<file path="src/hw/rtl/bf3_pkg.sv">
// ----------------------------------------------------------------------------
// bf3_pkg: shared definitions for the 3x3 box filter
// Widths, register indexes and the pixel position record that passes from
// the frame counters to the pipeline.
// ----------------------------------------------------------------------------
package bf3_pkg;

	localparam int MAX_WIDTH   = 1024;
	localparam int PIX_W       = 16;
	localparam int SUM_W       = 20;
	localparam int WIDTH_W     = 11;
	localparam int HEIGHT_W    = 16;
	localparam int CFG_W       = 16;
	localparam int COL_W       = $clog2(MAX_WIDTH);
	localparam int ROW_W       = HEIGHT_W;
	localparam int EFF_W       = (COL_W + 1 > WIDTH_W) ? COL_W + 1 : WIDTH_W;

	localparam logic [WIDTH_W-1:0]  WIDTH_RESET  = WIDTH_W'(1024);
	localparam logic [HEIGHT_W-1:0] HEIGHT_RESET = HEIGHT_W'(1024);

	typedef enum logic [0:0] {
		REG_IMAGE_WIDTH  = 1'b0,
		REG_IMAGE_HEIGHT = 1'b1
	} cfg_reg_t;

	typedef struct packed {
		logic [COL_W-1:0] col;
		logic             emit;
		logic             last_col;
		logic             last_row;
	} pos_t;

endpackage

</file>
<file path="src/hw/rtl/bf3_window.sv">
// ----------------------------------------------------------------------------
// bf3_window: 3x3 window columns and neighbourhood adder
// Keeps the two columns left of the current one and adds them to the
// current column to form the nine-pixel sum.
// ----------------------------------------------------------------------------
module bf3_window (
	input  logic                       clk,
	input  logic                       arst_n,
	input  logic                       shift,
	input  logic [bf3_pkg::PIX_W-1:0]  top,
	input  logic [bf3_pkg::PIX_W-1:0]  mid,
	input  logic [bf3_pkg::PIX_W-1:0]  bot,
	output logic [bf3_pkg::SUM_W-1:0]  sum
);

	logic [bf3_pkg::PIX_W-1:0] c1_q [3];
	logic [bf3_pkg::PIX_W-1:0] c2_q [3];
	logic [bf3_pkg::SUM_W-1:0] col0_sum;
	logic [bf3_pkg::SUM_W-1:0] col1_sum;
	logic [bf3_pkg::SUM_W-1:0] col2_sum;

	always_comb begin
		col0_sum = bf3_pkg::SUM_W'(top) + bf3_pkg::SUM_W'(mid) + bf3_pkg::SUM_W'(bot);
		col1_sum = bf3_pkg::SUM_W'(c1_q[0]) + bf3_pkg::SUM_W'(c1_q[1])
			+ bf3_pkg::SUM_W'(c1_q[2]);
		col2_sum = bf3_pkg::SUM_W'(c2_q[0]) + bf3_pkg::SUM_W'(c2_q[1])
			+ bf3_pkg::SUM_W'(c2_q[2]);
		sum = col0_sum + col1_sum + col2_sum;
	end

	always_ff @(posedge clk or negedge arst_n) begin
		if (!arst_n) begin
			for (int i = 0; i < 3; i++) begin
				c1_q[i] <= '0;
				c2_q[i] <= '0;
			end
		end else if (shift) begin
			c2_q <= c1_q;
			c1_q[0] <= top;
			c1_q[1] <= mid;
			c1_q[2] <= bot;
		end
	end

endmodule

</file>
<file path="config.mk">
export PLATFORM = sky130hd
export DESIGN_NAME = bf3_window
export DESIGN_NICKNAME = d
export VERILOG_FILES = /design/src/hw/rtl/bf3_pkg.sv /design/src/hw/rtl/bf3_window.sv
export SDC_FILE = /design/constraint.sdc
export NUM_CORES = 1
export LEC_CHECK = 0
export BUFFER_PORTS_ARGS = -buffer_cell sky130_fd_sc_hd__buf_2
export CORE_MARGIN = 2
export CORE_UTILIZATION = 65
export DETAILED_ROUTE_END_ITERATION = 10
export GPL_TIMING_DRIVEN = 0
export PLACE_DENSITY = 0.93
export SETUP_SLACK_MARGIN = 0.1
export SYNTH_ARGS = -nofsm -noshare
export SYNTH_HDL_FRONTEND = slang
export SYNTH_SLANG_ARGS = --single-unit
</file>
<file path="constraint.sdc">
create_clock -name clk -period 11.5 [get_ports clk]
set_input_delay 2.3 -clock clk [delete_from_list [all_inputs] [get_ports clk]]
set_output_delay 2.3 -clock clk [all_outputs]
set_load 0.05 [all_outputs]
</file>
==> impl_metrics.csv <==
group,metric,value,unit
clock_network,h-tree-depth,3,
critical_path,critPathLaunch,"top[2]",
floorplan,start_util,66.2,%
synth,syn-instance-count,577,
global_route,met3_usage,4.06,%
critical_path,startpoint_type,"input port",
detailed_routing,drc,0,
detailed_routing,routed_wl,14300,um
placement,place_hpwl,11500,um
clock_network,cts_tree,"built",
sta,rsz0062_at_grt,"no",
sta,setup_viol,0,
global_route,top_usage_layer,"met2",
sta,period_share,80.3,%
cells_and_area,fin_nets,840,
job,cap_violations,0,
floorplan,fp-row-count,38,
critical_path,crit_type,"in2out",
synth,yosys_warnings,0,
clock_network,cts_hold_repair.buffers,0,
sta,worstMarginPinSlew,0.897,ns
synth,syn_area,7140,um^2
critical_path,r2r_start,"c1_q[17]",
floorplan,die_x,109,um
critical_path,cp_slowest_stage_delay,0.56,ns
hold_path,worstHoldPathType,"reg2reg",
critical_path,path_buf_inv,7,
critical_path,critPathMaxFanout,3,
synth,yosys_most_used_dff,"dfrtp_1",
placement,io_buffer_count,69,
sta,relSlewSlack,40.2,%
clock_network,cts_resized,0,
synth,synth-async-reset-ratio,100,%
critical_path,cp.arrival,6.93,ns
outcome,status,"completed",
sta,fmax,108,MHz
global_route,grt_use_met1,34.2,%
clock_network,clkLatencyLatePin,0.38,ns
critical_path,cp.required,9.20,ns
detailed_routing,dr.pass1.iters,5,
floorplan,coreArea,10800,um^2
detailed_routing,first_iter_violations,254,
clock_network,cts-root-buf,"clkbuf_8",
critical_path,critical-path-slowest-cell,"fa_1",
floorplan,ios,71,
synth,yosysUniqueCellTypes,38,
cells_and_area,areaGrowthSynthToFinish,10.0,%
global_route,antenna_found_initial,0,
clock_network,cts.reportedPaths.clkPinSlew,0.08,ns
clock_network,post_cts_buffers,0,
critical_path,crit_family,"adder cells",
global_route,grt_pass1_vias,4955,
floorplan,die_height,109,um
sta,fin_setup_tns,0,ns
synth,ys_seq_area_share,33.6,%
synth,synth-seq-cells,96,
detailed_routing,routedWlPerCell,17.8,um
clock_network,cts_sinks,96,
global_route,grt_pass1_wl,23700,um
critical_path,end_kind,"output pin",
synth,synth_edf_count,0,
global_route,grt_max_degree,52,
detailed_routing,ant_nets,0,
cells_and_area,final.fill_count,682,
sta,min_period,9.23,ns
global_route,met2_usage,48.0,%
clock_network,cts_buffers,9,
synth,syn_avg_cell_area,12.4,um^2
global_route,grt_remaining_overflow,0,
sta,finalHoldViolations,0,
global_route,track_usage,27.3,%
cells_and_area,antennaDiodeCount,0,
sta,fin_worst_skew,0.00908,ns
detailed_routing,viasPerCell,5.40,
cells_and_area,regArea,2400,um^2
critical_path,worstPathCellList,"buf_2 > inv_1 > fa_1 > inv_1 > fa_1 > fa_1 > inv_1 > fa_1 > inv_1 > ha_1 > inv_1 > fa_1 > nand2b_1 > a21o_1 > a31oi_2 > a31oi_1 > o31ai_2 > xnor2_1 > buf_2",
cells_and_area,drive_above_1_share,28.4,%
cells_and_area,multiInputGateArea,4110,um^2
hold_path,min_from,"c2_q[39]",
clock_network,clk_path_buf_depth,2,
sta,slew_violations,0,
synth,synth_fp_nets,759,
placement,globalplace.congestion,0.892,
detailed_routing,vias,4334,
floorplan,design.die.area,11800,um^2
[logic make-up after synthesis]
logic type               after synthesis  synth area share [%]
multiplexers                          96                  15.1
AO/OA/AOI/OAI                         41                  3.99
XOR/XNOR                              13                  1.59
flip-flops                            96                  33.6
buffers and inverters                167                  8.86
adder cells (fa/ha/maj)              131                  34.5
AND/OR/NAND/NOR                       33                  2.26
[flip-flops by register name, summed over array words and instances, names as in the netlist]
| signal | flops |
|---|---|
| c1_q | 48 |
| c2_q | 48 |
[synth_stat cells, types with 2 or more instances]
library cell / instances / area share, %
inv_1: 154 / 8.1
fa_1: 110 / 31
dfrtp_1: 96 / 34
mux2_2: 96 / 15
ha_1: 21 / 3.7
a21oi_1: 12 / 0.84
nand2_1: 10 / 0.53
xnor2_1: 10 / 1.2
nor2_1: 9 / 0.47
clkbuf_1: 6 / 0.32
o21ai_0: 6 / 0.42
buf_2: 5 / 0.35
a21o_1: 4 / 0.42
a211oi_1: 3 / 0.32
nand3_1: 3 / 0.21
nand4_1: 3 / 0.26
xor2_1: 3 / 0.37
a21boi_1: 2 / 0.21
buf_1: 2 / 0.11
nand2b_1: 2 / 0.18
nor2b_1: 2 / 0.18
o21ai_1: 2 / 0.14
[layer usage]
layer	vias to the layer above	part of all wire (%)
li1	1931	-
met1	2255	39
met2	122	53
met3	26	4.7
met4	0	2.7
met5	-	0
[per-stage QoR]
step	cells	util, %	hold WS (ns)	setup slack [ns]	cell area [um^2]
6_report	802	72.8	0.540	2.27	7860
5_1_grt	802	72.8	0.565	1.99	7860
4_1_cts	802	72.8	0.541	2.28	7860
3_5_place_dp	787	71.3	0.521	2.33	7690
3_3_place_gp	786	71.0	0.510	2.44	7660
2_1_floorplan	577	-	0.502	2.39	7140
[final timing paths]
| kind | end | slack (ns) | cells past startpoint |
|---|---|---|---|
| setup / recovery | sum[18] | 2.27 | 19 |
| hold / removal | c2_q[39] | 0.54 | 1 |
| setup reg to reg | c2_q[17] | 10.67 | 1 |
| hold reg to reg | c2_q[39] | 0.54 | 1 |
| max in group asynchronous | c2_q[46] | 8.91 | 2 |
| min in group asynchronous | c1_q[4] | 1.92 | 1 |
[area by class of cell]
type / count / area share (%)
clock buffers: 15 / 2.12
plain buffers: 13 / 0.701
repair buffers: 70 / 4.78
well taps: 140 / 2.23
flip-flops and latches: 96 / 30.6
inverters: 154 / 7.36
multi-input cells: 314 / 52.3
[cells in the final DEF (no fill, tap or decap), types with 9 or more instances in the layout]
| cell type | instances |
|---|---|
| nand2_1 | 10 |
| nor2_1 | 9 |
| fa_1 | 110 |
| mux2_2 | 96 |
| a21oi_1 | 12 |
| inv_1 | 154 |
| buf_2 | 73 |
| clkbuf_8 | 11 |
| clkbuf_1 | 10 |
| dfrtp_1 | 96 |
| ha_1 | 21 |
| xnor2_1 | 10 |
Power is left out: the tool's default activity adds up to more than one toggle a clock period on the data nets, which glitch-free logic cannot reach.
