--- src/hw/rtl/bf3_pkg.sv ---
// ----------------------------------------------------------------------------
// bf3_pkg: shared definitions for the 3x3 box filter
// Widths, register indexes and the pixel position record that passes from
// the frame counters to the pipeline.
// ----------------------------------------------------------------------------
package bf3_pkg;

	localparam int MAX_WIDTH   = 1024;
	localparam int PIX_W       = 16;
	localparam int SUM_W       = 20;
	localparam int WIDTH_W     = 11;
	localparam int HEIGHT_W    = 16;
	localparam int CFG_W       = 16;
	localparam int COL_W       = $clog2(MAX_WIDTH);
	localparam int ROW_W       = HEIGHT_W;
	localparam int EFF_W       = (COL_W + 1 > WIDTH_W) ? COL_W + 1 : WIDTH_W;

	localparam logic [WIDTH_W-1:0]  WIDTH_RESET  = WIDTH_W'(1024);
	localparam logic [HEIGHT_W-1:0] HEIGHT_RESET = HEIGHT_W'(1024);

	typedef enum logic [0:0] {
		REG_IMAGE_WIDTH  = 1'b0,
		REG_IMAGE_HEIGHT = 1'b1
	} cfg_reg_t;

	typedef struct packed {
		logic [COL_W-1:0] col;
		logic             emit;
		logic             last_col;
		logic             last_row;
	} pos_t;

endpackage

--- src/hw/rtl/bf3_ctrl.sv ---
// ----------------------------------------------------------------------------
// bf3_ctrl: configuration registers and frame position counters
// Holds image width and height, clamps them to their legal ranges and tracks
// the column and row of the next pixel to be transferred.
// ----------------------------------------------------------------------------
module bf3_ctrl (
	input  logic                        clk,
	input  logic                        arst_n,
	input  logic                        cfg_we,
	input  logic [0:0]                  cfg_index,
	input  logic [bf3_pkg::CFG_W-1:0]   cfg_data,
	input  logic                        advance,
	output bf3_pkg::pos_t               pos
);

	logic [bf3_pkg::WIDTH_W-1:0]  image_width_q;
	logic [bf3_pkg::HEIGHT_W-1:0] image_height_q;
	logic [bf3_pkg::COL_W-1:0]    col_q;
	logic [bf3_pkg::ROW_W-1:0]    row_q;

	logic [bf3_pkg::EFF_W-1:0]    w_raw;
	logic [bf3_pkg::EFF_W-1:0]    w_eff;
	logic [bf3_pkg::EFF_W-1:0]    last_col_pos;
	logic [bf3_pkg::EFF_W-1:0]    col_ext;
	logic [bf3_pkg::EFF_W-1:0]    col_clamp;
	logic [bf3_pkg::HEIGHT_W-1:0] h_eff;
	logic [bf3_pkg::HEIGHT_W-1:0] last_row_pos;
	logic [bf3_pkg::ROW_W-1:0]    row_clamp;

	always_comb begin
		w_raw = bf3_pkg::EFF_W'(image_width_q);
		if (w_raw < bf3_pkg::EFF_W'(3)) begin
			w_eff = bf3_pkg::EFF_W'(3);
		end else if (w_raw > bf3_pkg::EFF_W'(bf3_pkg::MAX_WIDTH)) begin
			w_eff = bf3_pkg::EFF_W'(bf3_pkg::MAX_WIDTH);
		end else begin
			w_eff = w_raw;
		end
		last_col_pos = w_eff - bf3_pkg::EFF_W'(1);
		col_ext = bf3_pkg::EFF_W'(col_q);
		col_clamp = (col_ext >= last_col_pos) ? last_col_pos : col_ext;

		h_eff = (image_height_q < bf3_pkg::HEIGHT_W'(3)) ? bf3_pkg::HEIGHT_W'(3)
			: image_height_q;
		last_row_pos = h_eff - bf3_pkg::HEIGHT_W'(1);
		row_clamp = (row_q >= last_row_pos) ? last_row_pos : row_q;

		pos.col = col_clamp[bf3_pkg::COL_W-1:0];
		pos.last_col = (col_clamp == last_col_pos);
		pos.last_row = (row_clamp == last_row_pos);
		pos.emit = (row_clamp >= bf3_pkg::ROW_W'(2)) && (col_clamp >= bf3_pkg::EFF_W'(2));
	end

	always_ff @(posedge clk or negedge arst_n) begin
		if (!arst_n) begin
			image_width_q <= bf3_pkg::WIDTH_RESET;
			image_height_q <= bf3_pkg::HEIGHT_RESET;
		end else if (cfg_we) begin
			case (cfg_index)
				bf3_pkg::REG_IMAGE_WIDTH: image_width_q <= cfg_data[bf3_pkg::WIDTH_W-1:0];
				bf3_pkg::REG_IMAGE_HEIGHT: image_height_q <= cfg_data[bf3_pkg::HEIGHT_W-1:0];
				default: ;
			endcase
		end
	end

	always_ff @(posedge clk or negedge arst_n) begin
		if (!arst_n) begin
			col_q <= '0;
			row_q <= '0;
		end else if (advance) begin
			if (pos.last_col) begin
				col_q <= '0;
				row_q <= pos.last_row ? '0 : row_clamp + bf3_pkg::ROW_W'(1);
			end else begin
				col_q <= pos.col + bf3_pkg::COL_W'(1);
				row_q <= row_clamp;
			end
		end
	end

endmodule

--- config.mk ---
export PLATFORM = sky130hd
export DESIGN_NAME = bf3_ctrl
export DESIGN_NICKNAME = d
export VERILOG_FILES = /design/src/hw/rtl/bf3_pkg.sv /design/src/hw/rtl/bf3_ctrl.sv
export SDC_FILE = /design/constraint.sdc
export NUM_CORES = 1
export LEC_CHECK = 0
export ABC_AREA = 1
export BUFFER_PORTS_ARGS = -buffer_cell sky130_fd_sc_hd__buf_2
export CAP_MARGIN = 40
export CORE_ASPECT_RATIO = 1.1
export CORE_MARGIN = 2
export CORE_UTILIZATION = 60
export CTS_CLUSTER_DIAMETER = 80
export DETAILED_ROUTE_END_ITERATION = 8
export HOLD_SLACK_MARGIN = 0.05
export PLACE_DENSITY = 0.79
export SYNTH_ARGS = -nofsm -noshare
export SYNTH_HDL_FRONTEND = slang
export SYNTH_SLANG_ARGS = --single-unit
--- constraint.sdc ---
create_clock -name clk -period 13.7 [get_ports clk]
set_input_delay 2.055 -clock clk [delete_from_list [all_inputs] [get_ports clk]]
set_output_delay 2.055 -clock clk [all_outputs]
set_load 0.05 [all_outputs]
==> summary.txt, run 1 <==
Finish
  – Most frequent cells in the layout: 234 x nand2_1, 126 x inv_1, 63 x nor2_1
  – Final net count: between 800 and 900
  – Fill count: slightly above 800
  – Register area: 1330 um2
  – Post-layout util: between 60% and 70%
  – Area of the multi-input gates: roughly 3300 um2
  – Layout cells sized above 1: between 10 and 15%
  – Area grow syn2layout: 5.85%
  – ANT cells: 0
  – Most common cell after layout, fill and taps aside: nand2_1

Placed design
  – Final Wtd Congestion: around 1.0
  – PortBufs: 33
  – DP HPWL: 10900 um

Job
  – Max-cap violations: 0

Synth
  – Syn. warnings: 0
  – Dominant cells by area after synthesis: dfrtp_1 24%, nand2_1 17%, inv_1 9.1%, ha_1 7.2%, nand3_1 5.3%
  – Cell taking the most area after synthesis: dfrtp_1
  – Synth Register Bits: 53
  – Avg Cell Area, Syn: 6.53 um2
  – Share of the synthesized area in the top cell type: 24.4%
  – Synthesized area: between 5000 and 6000 um2
  – Top FF cell, synth: dfrtp_1
  – Synthesized instance count: approximately 800
  – Post-synth ARST share: between 90% and 100%
  – Distinct cells, synth: 50
  – Post-synth EDFFs: 0
  – Syn nets: 850
  – Seq/Total Area, Yosys: between 20% and 30%

GRT
  – Pin count of the biggest net entering global routing: 47
  – Global route overflow: 0
  – First-pass GRT wire length: around 23000 um
  – Vias in the first global route: 4921
  – Gr usage total: 29.9%
  – Initial antenna violation count: 0

Floorplan
  – Die W: 92.9 um
  – DIE AREA: 9460 um2
  – # IOs: 34
  – FP Rows: 35
  – Initial Util: 62.1%
  – Core area: 8410 um2
  – Chip Height: between 100 and 150 um

Setup path
  – Data required time of the critical path: between 10000 and 15000 ps
  – Setup crit start kind: flip-flop
  – CP Data Arrival Time: 5290 ps
  – Setup crit end kind: primary output
  – R2R cell count: 34
  – Crit path kind: reg2out
  – Worst Path Max Fanout: 27

Power
  – PD cells: between 200 and 250 nW/um2
  – VDD IR max: between 0.2 and 0.25 mV
  – LEAKAGE: 3.00 nW

STA
  – Min cycle time layout: around 7300 ps
  – Setup Skew: 11.0 ps
  – Post-route setup TNS: 0 ps
  – Worst slew pin tran: 784 ps
  – Fmax: 0.136 GHz
  – Hold violation count in the final report: 0
  – Pins Over Slew Limit: 0
  – RSZ-0062 raised after global routing: no
  – Period utilisation layout: between 50% and 60%
  – Final setup fails: 0
  – Max_slew headroom: between 40% and 50%

Routing
  – Drt first pass iters: 5
  – Vias after detailed routing: between 5000 and 6000
  – Drt drc: 0
  – Avg WL per Cell: approximately 15 um
  – Vias per inst: 5.48
  – Final wirelength: 13800 um
  – DR iter-0 viols: between 200 and 300
  – Final antenna-violating net count: 0

CTS
  – Setup Fix Bufs, Post-CTS: 0
  – CTS root buf: clkbuf_8
  – Worst-path clk slew: 110 ps
  – CTS tree: yes
  – Clock Path Buffers: 2
  – Post-CTS sizing: 0
  – Clk_lat worst skew: about 320 ps
  – CTS buffer count: 5
  – CTS sink cnt: 53
  – Hold-fix buffers, CTS: 0
  – Max H-tree Level: 2

Outcome
  – Status: finished clean

Min path
  – WHS Path Cells: 2
  – HP Class: reg2reg
[flip-flops by register name, indices dropped and copies added (netlist names)]
name	cells
image_height_q	16
row_q	16
image_width_q	11
col_q	10
[worst max-delay path, cell delays in order (launching register included)]
cell and delay (ps):
dfstp_2 590, nor2_1 50, nand2_1 80, nor2_2 60, nand2_2 70, nand2_1 70
inv_1 120, ha_1 210, nand2_2 90, nor3_4 210, nand4_1 170, nor2_1 160
xor2_1 270, inv_1 110, ha_1 290, nand2_1 50, nor3_1 470, nand3_1 220
nand4_4 390, nand2_2 130, o21ai_4 140, inv_1 80, ha_1 190, nor4_1 380
a21oi_1 120, buf_2 220
[cells by family (layout without fill, tap and decap cells)]
group	Yosys count	count (layout)	share of synthesized area, %
fa+ha+maj	30	30	7.19
mux	5	5	1.08
flops	53	53	25.5
compound gates	84	84	9.35
simple gates	448	448	40.4
buf+inv	151	178	11.9
xor+xnor	28	28	4.70
[per-stage QoR]
step	total power, mW	setup WS [ps]	area [um2]	hold slack, ps	cells
after floorplan	0.993	6440	5220	449	799
after global placement	1.15	6870	5430	471	929
after detailed placement	1.18	6730	5430	469	929
after CTS	1.28	6370	5530	497	937
after global routing	1.41	5830	5530	550	937
final	1.29	6350	5530	496	937
[cell usage after synthesis (2+ instances only)]
| cell | count |
|---|---|
| inv_1 | 126 |
| nor2_2 | 10 |
| dfrtp_1 | 51 |
| buf_6 | 4 |
| o22ai_1 | 5 |
| a21oi_1 | 17 |
| nand3_2 | 3 |
| nor2_1 | 63 |
| nand2_1 | 234 |
| o32ai_1 | 2 |
| xor2_1 | 18 |
| nand3b_1 | 7 |
| mux2_2 | 5 |
| o21bai_1 | 3 |
| a22oi_1 | 2 |
| nand3_1 | 55 |
| nor4_1 | 5 |
| inv_2 | 8 |
| o21ai_2 | 2 |
| nor2_4 | 6 |
| nor3_1 | 6 |
| buf_4 | 3 |
| nand2_4 | 4 |
| clkbuf_1 | 8 |
| ha_1 | 30 |
| nand2_2 | 24 |
| xnor2_1 | 10 |
| o21ai_1 | 7 |
| o21ai_0 | 38 |
| dfstp_2 | 2 |
| nand4_1 | 22 |
[final timing paths]
check	start	end	slack, ps
worst min-delay path	row_q[0]	row_q[0]	500
worst max-delay path	image_height_q[10]	pos[2]	6350
min in group asynchronous	arst_n	row_q[14]	1560
worst min register to register	row_q[0]	row_q[0]	500
max in group asynchronous	arst_n	image_height_q[11]	11300
worst max register to register	image_width_q[7]	row_q[2]	8540
[per-layer routing]
| layer | up-vias | track usage (%) | part of all wire [%] |
|---|---|---|---|
| met1 | 2376 | 35.3 | 42 |
| met3 | 27 | 2.58 | 3.8 |
| met4 | 0 | 10.6 | 3.0 |
| met5 | - | 0 | 0 |
| li1 | 2591 | - | - |
| met2 | 137 | 56.6 | 51 |
[report_power, final]
part           internal (mW)  total (mW)  switching (mW)
Sequential             0.205       0.272          0.0668
Combinational          0.288       0.922           0.634
Clock                 0.0375      0.0976          0.0601
[area by class of cell]
class / count / area share, %
Tap cell: 111 / 2.51
Inverter: 135 / 9.17
Clock inverter: 3 / 0.453
Multi-Input combinational cell: 595 / 59.3
Timing Repair Buffer: 35 / 3.26
Clock buffer: 5 / 1.25
Sequential cell: 53 / 24.0
Power figures use the tool's default switching activity.
==> run 2: changes to the inputs <==
clock period = 6.9 ns   (was 13.7 ns; I/O delays follow)
==> run 2 against run 1 <==
Against the previous run:
- count of clock-buffer cells in the layout unchanged
- wire length down 2.9%
- design area grew 0.45%
==> summary.txt, run 2 (synthesized netlist as in run 1, its figures left out) <==
Power
  – Switching Share: 57.7% (was 59.0%)
  – Pint: 1.09 mW (was 0.530 mW)
  – Clock power share: 8.8% (was 7.6%)
  – LEAKAGE: 3.01 nW (was 3.00 nW)
  – VDD IR max: 0.404 mV (was 0.204 mV)
  – Pwr Total: 2.58 mW (was 1.29 mW)
  – Combinational fraction of design power: 70.3% (was 71.4%)
  – PD cells: 464 nW/um2 (was 234 nW/um2)
  – Sw Pwr: 1.49 mW (was 0.761 mW)
  – Sequential power share: 20.9% (was 21.0%)

Placed design
  – Final Wtd Congestion: 0.961 (was 1.04)
  – PortBufs: 33 (unchanged)
  – Placed insts: 929 (unchanged)
  – DP HPWL: 10700 um (was 10900 um)

GRT
  – Initial antenna violation count: 0 (unchanged)
  – Gr usage total: 29.6% (was 29.9%)
  – Vias in the first global route: 4845 (was 4921)
  – Pin count of the biggest net entering global routing: 54 (was 47)
  – First-pass GRT wire length: 22400 um (was 22600 um)
  – Global route overflow: 0 (unchanged)

STA
  – Setup Skew: 9.19 ps (was 11.0 ps)
  – Worst slew pin tran: 762 ps (was 784 ps)
  – Min cycle time layout: 6270 ps
  – Post-route setup TNS: 0 ps (unchanged)
  – Fmax: approximately 0.16 GHz
  – Hold slack: 503 ps (was 496 ps)
  – Hold violation count in the final report: 0 (unchanged)
  – RSZ-0062 raised after global routing: no (unchanged)
  – Final setup fails: 0 (unchanged)
  – Max_slew headroom: 49.1% (was 47.6%)
  – Period utilisation layout: 90.9%
  – Pins Over Slew Limit: 0 (unchanged)

Setup path
  – Worst Path Max Fanout: 27 (unchanged)
  – Cell Chain, Critical Path: nor2_1 > nand2_1 > nor2_2 > nand2_2 > nand2_1 > inv_1 > ha_1 > nand2_2 > nor3_4 > nand4_1 > nor2_1 > xor2_1 > inv_1 > ha_1 > nand2_1 > nor3_1 > nand3_1 > nand4_4 > inv_2 > o21ai_0 > nand4_1 > nor3_1 > a21oi_1 > buf_2
  – Top delay family on crit path: simple AND/OR/NAND/NOR gates (unchanged)
  – Critical Path Max Stage Delay: 580 ps (was 590 ps)
  – Crit path kind: reg2out (unchanged)
  – Data required time of the critical path: 5860 ps (was 11640 ps)
  – Slowest CP cell: dfstp_2 (unchanged)
  – R2R Setup Slk: 1640 ps (was 8540 ps)
  – CP Buf/Inv Count: 4 (unchanged)
  – CP Data Arrival Time: 5240 ps (was 5290 ps)
  – CP dominant cell by count: nand2_1
  – Setup crit start kind: flip-flop (unchanged)
  – Setup crit end kind: primary output (unchanged)

Routing
  – Avg WL per Cell: 14.3 um (was 14.7 um)
  – Drt drc: 0 (unchanged)
  – Final wirelength: 13400 um (was 13800 um)
  – Vias after detailed routing: 5132 (was 5131)
  – Final antenna-violating net count: 0 (unchanged)
  – DR iter-0 viols: 289 (was 267)
  – Vias per inst: 5.48 (about the same)
  – Drt first pass iters: 5 (unchanged)

Floorplan
  – Initial Util: 62.1% (unchanged)
  – # IOs: 34 (unchanged)
  – Chip Height: 102 um (unchanged)
  – DIE AREA: 9460 um2 (unchanged)
  – FP Rows: 35 (unchanged)
  – Die W: 92.9 um (unchanged)
  – Core area: 8410 um2 (unchanged)

CTS
  – CTS sink cnt: 53 (unchanged)
  – CTS tree: yes (unchanged)
  – Worst-path clk slew: 110 ps (about the same)
  – Max H-tree Level: 2 (unchanged)
  – CTS root buf: clkbuf_8 (unchanged)
  – Setup Fix Bufs, Post-CTS: 0 (unchanged)
  – Hold-fix buffers, CTS: 0 (unchanged)
  – Clk_lat worst skew: 320 ps (about the same)
  – Post-CTS sizing: 0 (unchanged)
  – CTS buffer count: 5 (unchanged)
  – Clock Path Buffers: 2 (unchanged)

Finish
  – Top Registers: image_height_q (16), row_q (16), image_width_q (11) (unchanged)
  – Most frequent cells in the layout: 234 x nand2_1, 126 x inv_1, 63 x nor2_1 (unchanged)
  – Layout cells sized above 1: 14.3% (unchanged)
  – ANT cells: 0 (unchanged)
  – Most common cell after layout, fill and taps aside: nand2_1 (unchanged)
  – Post-layout util: 66.0% (was 65.7%)
  – Final std cells w/o fill: 937 (unchanged)
  – Area grow syn2layout: 6.33% (was 5.85%)
  – Final net count: 876 (unchanged)
  – Fill count: 790 (was 826)

Outcome
  – Status: finished clean (unchanged)

Min path
  – HP Class: reg2reg (unchanged)

Job
  – Max-cap violations: 0 (unchanged)
## run 2: final timing paths
check                                      to  cells past startpoint          startpoint
setup / recovery                       pos[2]                     24  image_height_q[10]
hold / removal                       row_q[0]                      2            row_q[0]
setup reg to reg                    row_q[15]                     34    image_width_q[4]
hold reg to reg                      row_q[0]                      2            row_q[0]
max in group asynchronous  image_height_q[14]                      2              arst_n
min in group asynchronous           row_q[10]                      2              arst_n
## run 2: tightest hold or removal path: stages, from the launching register on
cell,delay (ps)
dfrtp_1,360
nand2_1,50
nand2_1,60
## run 2: cell type report
class | instances | area [um2] | area share (%)
multi-input cells | 595 | 3280 | 59.0
flip-flops and latches | 53 | 1330 | 23.9
inverters | 135 | 507 | 9.13
repair buffers | 35 | 180 | 3.25
well taps | 111 | 139 | 2.50
clock buffers | 5 | 68.8 | 1.24
clock inverters | 3 | 50.0 | 0.902
## run 2: power groups by stage
stage	Clock, mW	Combinational (mW)	Sequential (mW)
after global routing	0.243	2.04	0.549
after detailed placement	0	1.79	0.539
final	0.228	1.81	0.538
after CTS	0.233	1.80	0.534
after floorplan	0	1.48	0.489
after global placement	0	1.75	0.536
## run 2: through the flow
step | setup WS, ps | cell area, um2
after floorplan | 659 | 5220
after global placement | 997 | 5430
after detailed placement | 935 | 5430
after CTS | 554 | 5550
after global routing | 4.16 | 5550
final | 627 | 5550
## run 2: metal layers
metal,GRT usage [%],wire length [um],vias up
li1,-,-,2589
met1,35.2,5590,2375
met2,53.5,6770,133
met3,3.32,452,35
met4,14.4,544,0
met5,0,0,-
